## src/hdl/dadd_pkg.sv

```systemverilog
`timescale 1ns / 1ps

package dadd_pkg;

	// calendar bounds
	localparam logic [13:0] YEAR_MIN = 14'd1;
	localparam logic [13:0] YEAR_MAX = 14'd9999;
	localparam logic [3:0]  MONTH_JAN = 4'd1;
	localparam logic [3:0]  MONTH_FEB = 4'd2;
	localparam logic [3:0]  MONTH_DEC = 4'd12;
	localparam logic [4:0]  DAY_FIRST = 5'd1;
	localparam logic [4:0]  DAY_LAST_DEC = 5'd31;

	// year split into century and year of century, y = 100 * c + r
	localparam logic [6:0]  YOC_LAST = 7'd99;
	localparam logic [13:0] CENTURY_YEARS = 14'd100;
	// floor(y / 100) = (y * 5243) >> 19 for every year up to 9999
	localparam logic [25:0] CENT_RECIP = 26'd5243;
	localparam int          CENT_SHIFT = 19;

	// one date as carried between the sequencer and the step unit
	typedef struct packed {
		logic [4:0]  d;
		logic [3:0]  m;
		logic [13:0] y;
		logic [6:0]  c;
		logic [6:0]  r;
	} dadd_date_t;

	// gregorian rule from the century split
	function automatic logic leap_of(input logic [6:0] c, input logic [6:0] r);
		logic lp;
		if (r == 7'd0) begin
			lp = (c[1:0] == 2'd0);
		end else begin
			lp = (r[1:0] == 2'd0);
		end
		return lp;
	endfunction

	function automatic logic [4:0] month_len(input logic [3:0] m, input logic leap);
		logic [4:0] len;
		case (m) inside
			MONTH_FEB:               len = leap ? 5'd29 : 5'd28;
			4'd4, 4'd6, 4'd9, 4'd11: len = 5'd30;
			default:                 len = 5'd31;
		endcase
		return len;
	endfunction

endpackage

```

## src/hdl/date_add_subtract_days.sv

```systemverilog
`timescale 1ns / 1ps

// Gregorian date stepper: moves a date forward or backward by a day count.
// Input channel in_valid/in_ready carries day_in, month_in, year_in,
// day_count and backward; one result beat leaves on out_valid/out_ready
// with day_out, month_out, year_out, is_leap and range_error.
// Out-of-range start fields are silently clamped to a legal date.
// Only the low COUNT_BITS bits of day_count are used (at most 16).
// The block works on one item at a time: setup multiplies the year by a
// reciprocal, splits it into century and year of century and clamps the day,
// then the step unit advances one day per cycle until the count is used up,
// then the result is loaded. Stepping stops early at 0001-01-01 or 9999-12-31
// with range_error set.
// in_ready is high only while the sequencer is idle; a finished result sits
// in the output register, and the next item is accepted while it waits.
// If the receiver still stalls when the next item is done, that item holds
// in the sequencer until the output register frees.
// Reset clears the sequencer and drops any pending result.
module date_add_subtract_days #(
	parameter int COUNT_BITS = 16
) (
	input  logic        clk,
	input  logic        arst_n,
	input  logic        in_valid,
	output logic        in_ready,
	input  logic [4:0]  day_in,
	input  logic [3:0]  month_in,
	input  logic [13:0] year_in,
	input  logic [15:0] day_count,
	input  logic        backward,
	output logic        out_valid,
	input  logic        out_ready,
	output logic [4:0]  day_out,
	output logic [3:0]  month_out,
	output logic [13:0] year_out,
	output logic        is_leap,
	output logic        range_error
);
	import dadd_pkg::*;

	localparam int NB = (COUNT_BITS < 16) ? COUNT_BITS : 16;

	typedef enum logic [2:0] {
		ST_IDLE,
		ST_SPLIT,
		ST_CENT,
		ST_FIX,
		ST_STEP,
		ST_DONE
	} state_t;

	state_t      state_q;
	dadd_date_t  date_q;
	dadd_date_t  date_nxt;
	logic        bound_hit;
	logic        back_q;
	logic        err_q;
	logic [NB-1:0] count_q;
	logic [25:0] prod_q;
	logic [6:0]  cent;
	logic [13:0] yoc_full;
	logic [4:0]  fix_len;
	logic        out_valid_q;
	logic [4:0]  day_out_q;
	logic [3:0]  month_out_q;
	logic [13:0] year_out_q;
	logic        is_leap_q;
	logic        range_error_q;
	logic [3:0]  m_clamp;
	logic [13:0] y_clamp;
	logic [4:0]  d_clamp;

	// input clamps that need no month length
	always_comb begin
		m_clamp = month_in;
		if (month_in < MONTH_JAN) begin
			m_clamp = MONTH_JAN;
		end else if (month_in > MONTH_DEC) begin
			m_clamp = MONTH_DEC;
		end
		y_clamp = year_in;
		if (year_in < YEAR_MIN) begin
			y_clamp = YEAR_MIN;
		end else if (year_in > YEAR_MAX) begin
			y_clamp = YEAR_MAX;
		end
		d_clamp = (day_in < DAY_FIRST) ? DAY_FIRST : day_in;
	end

	// century split from the registered product
	assign cent     = prod_q[CENT_SHIFT+6:CENT_SHIFT];
	assign yoc_full = date_q.y - 14'(CENTURY_YEARS * 14'(cent));
	assign fix_len  = month_len(date_q.m, leap_of(date_q.c, date_q.r));

	dadd_step u_step (
		.cur      (date_q),
		.backward (back_q),
		.nxt      (date_nxt),
		.at_bound (bound_hit)
	);

	// sequencer and output register
	always_ff @(posedge clk or negedge arst_n) begin
		if (!arst_n) begin
			state_q       <= ST_IDLE;
			out_valid_q   <= 1'b0;
			date_q        <= '0;
			back_q        <= 1'b0;
			err_q         <= 1'b0;
			count_q       <= '0;
			prod_q        <= '0;
			day_out_q     <= '0;
			month_out_q   <= '0;
			year_out_q    <= '0;
			is_leap_q     <= 1'b0;
			range_error_q <= 1'b0;
		end else begin
			// a waiting result leaves; the done state reloads it on its own
			if (out_valid_q && out_ready && state_q != ST_DONE) begin
				out_valid_q <= 1'b0;
			end
			case (state_q)
				ST_IDLE: begin
					if (in_valid) begin
						date_q.d <= d_clamp;
						date_q.m <= m_clamp;
						date_q.y <= y_clamp;
						back_q   <= backward;
						count_q  <= day_count[NB-1:0];
						err_q    <= 1'b0;
						state_q  <= ST_SPLIT;
					end
				end
				ST_SPLIT: begin
					prod_q  <= 26'(date_q.y) * CENT_RECIP;
					state_q <= ST_CENT;
				end
				ST_CENT: begin
					date_q.c <= cent;
					date_q.r <= yoc_full[6:0];
					state_q  <= ST_FIX;
				end
				ST_FIX: begin
					if (date_q.d > fix_len) begin
						date_q.d <= fix_len;
					end
					state_q <= ST_STEP;
				end
				ST_STEP: begin
					if (count_q == '0) begin
						state_q <= ST_DONE;
					end else if (bound_hit) begin
						err_q   <= 1'b1;
						state_q <= ST_DONE;
					end else begin
						date_q  <= date_nxt;
						count_q <= count_q - NB'(1);
					end
				end
				ST_DONE: begin
					if (!out_valid_q || out_ready) begin
						day_out_q     <= date_q.d;
						month_out_q   <= date_q.m;
						year_out_q    <= date_q.y;
						is_leap_q     <= leap_of(date_q.c, date_q.r);
						range_error_q <= err_q;
						out_valid_q   <= 1'b1;
						state_q       <= ST_IDLE;
					end
				end
				default: begin
					state_q <= ST_IDLE;
				end
			endcase
		end
	end

	assign in_ready    = (state_q == ST_IDLE);
	assign out_valid   = out_valid_q;
	assign day_out     = day_out_q;
	assign month_out   = month_out_q;
	assign year_out    = year_out_q;
	assign is_leap     = is_leap_q;
	assign range_error = range_error_q;

`ifndef SYNTHESIS
	// century split stays consistent with the year while stepping
	a_split: assert property (@(posedge clk) disable iff (!arst_n)
		(state_q == ST_STEP) |->
			(date_q.y == 14'(CENTURY_YEARS * 14'(date_q.c)) + 14'(date_q.r)))
		else $error("year split out of step with year");

	// a result beat always carries day, month and year within their ranges
	a_date: assert property (@(posedge clk) disable iff (!arst_n)
		out_valid |-> (day_out >= DAY_FIRST && day_out <= DAY_LAST_DEC &&
			month_out >= MONTH_JAN && month_out <= MONTH_DEC &&
			year_out >= YEAR_MIN && year_out <= YEAR_MAX))
		else $error("result date out of range");

	// an accepted beat closes the input until the item is done
	a_busy: assert property (@(posedge clk) disable iff (!arst_n)
		(in_valid && in_ready) |=> !in_ready)
		else $error("input open while an item is in work");

	// the step unit never runs past the day length of the month
	a_day: assert property (@(posedge clk) disable iff (!arst_n)
		(state_q == ST_STEP) |-> (date_q.d <= fix_len))
		else $error("day beyond month length");
`endif

endmodule

```

## src/hdl/dadd_step.sv

```systemverilog
`timescale 1ns / 1ps

// one day forward or backward on the current date
module dadd_step (
	input  dadd_pkg::dadd_date_t cur,
	input  logic                 backward,
	output dadd_pkg::dadd_date_t nxt,
	output logic                 at_bound
);
	import dadd_pkg::*;

	logic       leap;
	logic [4:0] len_cur;
	logic [4:0] len_prev;
	logic [3:0] m_prev;

	assign leap     = leap_of(cur.c, cur.r);
	assign len_cur  = month_len(cur.m, leap);
	assign m_prev   = cur.m - 4'd1;
	assign len_prev = month_len(m_prev, leap);

	always_comb begin
		nxt      = cur;
		at_bound = 1'b0;
		if (!backward) begin
			// forward: day, then month, then year rollover
			if (cur.d < len_cur) begin
				nxt.d = cur.d + 5'd1;
			end else if (cur.m < MONTH_DEC) begin
				nxt.d = DAY_FIRST;
				nxt.m = cur.m + 4'd1;
			end else if (cur.y < YEAR_MAX) begin
				nxt.d = DAY_FIRST;
				nxt.m = MONTH_JAN;
				nxt.y = cur.y + 14'd1;
				if (cur.r == YOC_LAST) begin
					nxt.r = 7'd0;
					nxt.c = cur.c + 7'd1;
				end else begin
					nxt.r = cur.r + 7'd1;
				end
			end else begin
				at_bound = 1'b1;
			end
		end else begin
			// backward: day, then month, then year rollover
			if (cur.d > DAY_FIRST) begin
				nxt.d = cur.d - 5'd1;
			end else if (cur.m > MONTH_JAN) begin
				nxt.m = m_prev;
				nxt.d = len_prev;
			end else if (cur.y > YEAR_MIN) begin
				nxt.d = DAY_LAST_DEC;
				nxt.m = MONTH_DEC;
				nxt.y = cur.y - 14'd1;
				if (cur.r == 7'd0) begin
					nxt.r = YOC_LAST;
					nxt.c = cur.c - 7'd1;
				end else begin
					nxt.r = cur.r - 7'd1;
				end
			end else begin
				at_bound = 1'b1;
			end
		end
	end

endmodule

```

## config.mk

```make
export PLATFORM = sky130hd
export DESIGN_NAME = date_add_subtract_days
export DESIGN_NICKNAME = d
export VERILOG_FILES = /design/src/hdl/dadd_pkg.sv /design/src/hdl/date_add_subtract_days.sv /design/src/hdl/dadd_step.sv
export SDC_FILE = /design/constraint.sdc
export NUM_CORES = 1
export LEC_CHECK = 0
export ABC_AREA = 1
export BUFFER_PORTS_ARGS = -buffer_cell sky130_fd_sc_hd__buf_2
export CAP_MARGIN = 20
export CELL_PAD_IN_SITES_DETAIL_PLACEMENT = 1
export CELL_PAD_IN_SITES_GLOBAL_PLACEMENT = 2
export CORE_ASPECT_RATIO = 0.8
export CORE_MARGIN = 3
export CORE_UTILIZATION = 37
export CTS_CLUSTER_DIAMETER = 30
export DETAILED_ROUTE_END_ITERATION = 8
export GPL_TIMING_DRIVEN = 0
export PLACE_DENSITY = 0.83
export SETUP_SLACK_MARGIN = 0.3
export SLEW_MARGIN = 25
export SYNTH_ARGS = -nofsm -noshare
export SYNTH_HDL_FRONTEND = slang
export SYNTH_SLANG_ARGS = --single-unit
```

## constraint.sdc

```tcl
create_clock -name clk -period 5.4 [get_ports clk]
set_input_delay 0.27 -clock clk [delete_from_list [all_inputs] [get_ports clk]]
set_output_delay 0.27 -clock clk [all_outputs]
set_load 0.05 [all_outputs]
```

==> reports/qor.csv <==
metric,value,unit
holdWs,0.1435,ns
io_pins,71,
hp-class,primary input to register,
grt_pass1_wl,52.25,mm
clock-sinks,84,
skew,0.01167,ns
drc,0,
initial_core_util,38.14,%
diodes,0,
track_usage,23.44,%
ys_seq_area_share,21.45,%
wl_met3,1.158,mm
die-area,0.02849,mm²
async_flop_share,100.0,%
syn_avg_cell_area,7.453,µm²
report.final.hold_viol_count,0,
status,completed,
die_h,151.6,µm
path_clk_slew,0.07,ns
place_area,0.01062,mm²
synth-edff-count,0,
slew_headroom,40.15,%
rows,52,
root_buffer,clkbuf_16,
critical_path_required,5.68,ns
end_kind,register,
cap_violations,0,
nets,1638,
dr.first_iter.drc_count,435,
setup_viol,0,
clock.fmax,0.2120,GHz
cts_tree,yes,
top_layer_used,met4,
netlist_area,0.009801,mm²
postRouteAntennaNets,0,
synth-seq-cells,84,
wl_met2,13.43,mm
crit_arrival,5.00,ns
synth_cell_types,48,
syn2layout_area_growth,11.69,%
antenna_found_initial,0,
min_period,4.716,ns
drive_gt1_share,11.19,%
num_vias,8911,
finalCritPeriodShare,87.33,%
gp_routability_congestion,0.8908,
final_common_cell,nand2_1,
clk_path_buf_depth,2,
wl_met1,17.16,mm
synthTopCellsByArea,"dfrtp_1, ha_1, nand2_1",
clk_latency,0.37,ns
synthesis.nets,1555,
cts_buffers,9,
most-common-layout-cells,"nand2_1, inv_1, ha_1",
grt_pass1_vias,9331,
synth-main-ff-cell,dfrtp_1,
yosys_warnings,0,
drtPass1Iterations,5,
critPathKind,register to register,
worstPathMaxFanout,11,
tightest_slew,0.8977,ns
nFillCells,3273,
h-tree-depth,3,
core_area,0.02570,mm²
vias_per_cell,5.080,
grt_start_max_net_pins,61,
routedWlPerCell,18.24,µm
rsz0062_at_grt,false,
portBuffers,70,
cts_setup_buffers,0,
tns,0,ns
die_w,188.0,µm
drt-total-wl,32.00,mm
synth_top_area_cell,dfrtp_1,
dpl.hpwl,26.60,mm
stdcell_area,0.01095,mm²
worstSetupStartpointType,register,
synth_top_area_share,21.45,%
report.final.slew_viol_count,0,
overflow,0,
synthCells,1315,
[per-stage QoR]
step	setup slack (ns)	std cells	utilization, %
3_3_place_gp	0.4564	1736	41.21
5_1_grt	0.3209	1754	42.59
3_5_place_dp	0.3762	1737	41.34
6_report	0.6840	1754	42.59
2_1_floorplan	1.204	1315	-
4_1_cts	0.3525	1754	42.56
[layout make-up]
class	count	area, µm²	area share [%]
multi-input combinational	1004	6768	61.82
sequential	84	2112	19.29
inverter	200	750.7	6.858
tap	351	439.2	4.012
timing repair buffer	72	394.1	3.600
clock buffer	9	225.2	2.057
buffer	27	180.2	1.646
clock inverter	7	77.57	0.7087
[flip-flops by register name, summed over array words and instances (netlist names)]
| register | flops |
|---|---|
| year_out | 14 |
| back_q | 1 |
| date_q | 32 |
| out_valid | 1 |
| range_error | 1 |
| err_q | 1 |
| count_q | 16 |
| state_q | 3 |
| is_leap | 1 |
| prod_q | 5 |
| day_out | 5 |
| month_out | 4 |
[Yosys cell counts (3+ instances only)]
cell,n
or2_2,6
inv_1,185
a21oi_1,44
inv_2,15
nand3b_1,4
nand3_4,3
xor2_1,21
buf_2,6
o21ai_1,20
dfrtp_1,84
ha_1,133
nand4_1,19
nor4_1,3
nor2_2,4
xnor2_1,8
a21boi_0,3
o21ai_0,99
buf_6,9
nor2_1,95
o21a_1,3
clkbuf_1,9
nor2_4,3
nand3_1,65
o21bai_1,3
nor3_1,19
nand2_2,6
o211ai_1,5
fa_1,63
nand2_1,351
[cells by family after synthesis]
family | share of synthesized area (%)
mux | 0.3192
buf+inv | 9.498
flops | 21.45
compound gates | 10.55
xor+xnor | 2.592
simple gates | 25.75
fa+ha+maj | 29.85
[worst max-delay path, stage by stage (launching register included)]
cell	delay, ns
dfrtp_2	0.61
inv_1	0.24
fa_1	0.54
inv_1	0.04
ha_1	0.21
fa_1	0.49
fa_1	0.50
inv_1	0.07
fa_1	0.59
inv_1	0.06
ha_1	0.34
a21o_1	0.19
a21boi_0	0.25
nand2_1	0.09
nand2_1	0.06
nand3_1	0.10
nand2_1	0.09
nand2_1	0.04
o21ai_0	0.13
[repair_timing]
| action | 4_1_cts | 5_1_grt |
|---|---|---|
| setup endpoints to repair | 0 | 4 |
| endpoints found under the hold margin | 24 | 0 |
| hold buffers | 1 | 0 |
| resized for setup | 0 | 8 |
[final timing paths]
path	start	to	cells after the start	slack (ns)
worst max-delay path	date_q[20]	prod_q[23]	18	0.68
worst min-delay path	backward	back_q	3	0.14
worst max register to register	date_q[20]	prod_q[23]	18	0.68
worst min register to register	day_out[4]	day_out[4]	2	0.48
max in group asynchronous	arst_n	date_q[19]	3	4.43
min in group asynchronous	arst_n	date_q[30]	2	0.33
[per-layer routing]
layer,GRT usage [%],up-vias
li1,-,4373
met1,36.36,4386
met2,35.21,134
met3,3.312,18
met4,3.300,0
met5,0,-
Power is not shown: default switching activity piles up to over one toggle a cycle in this logic, so the estimate is an artifact.
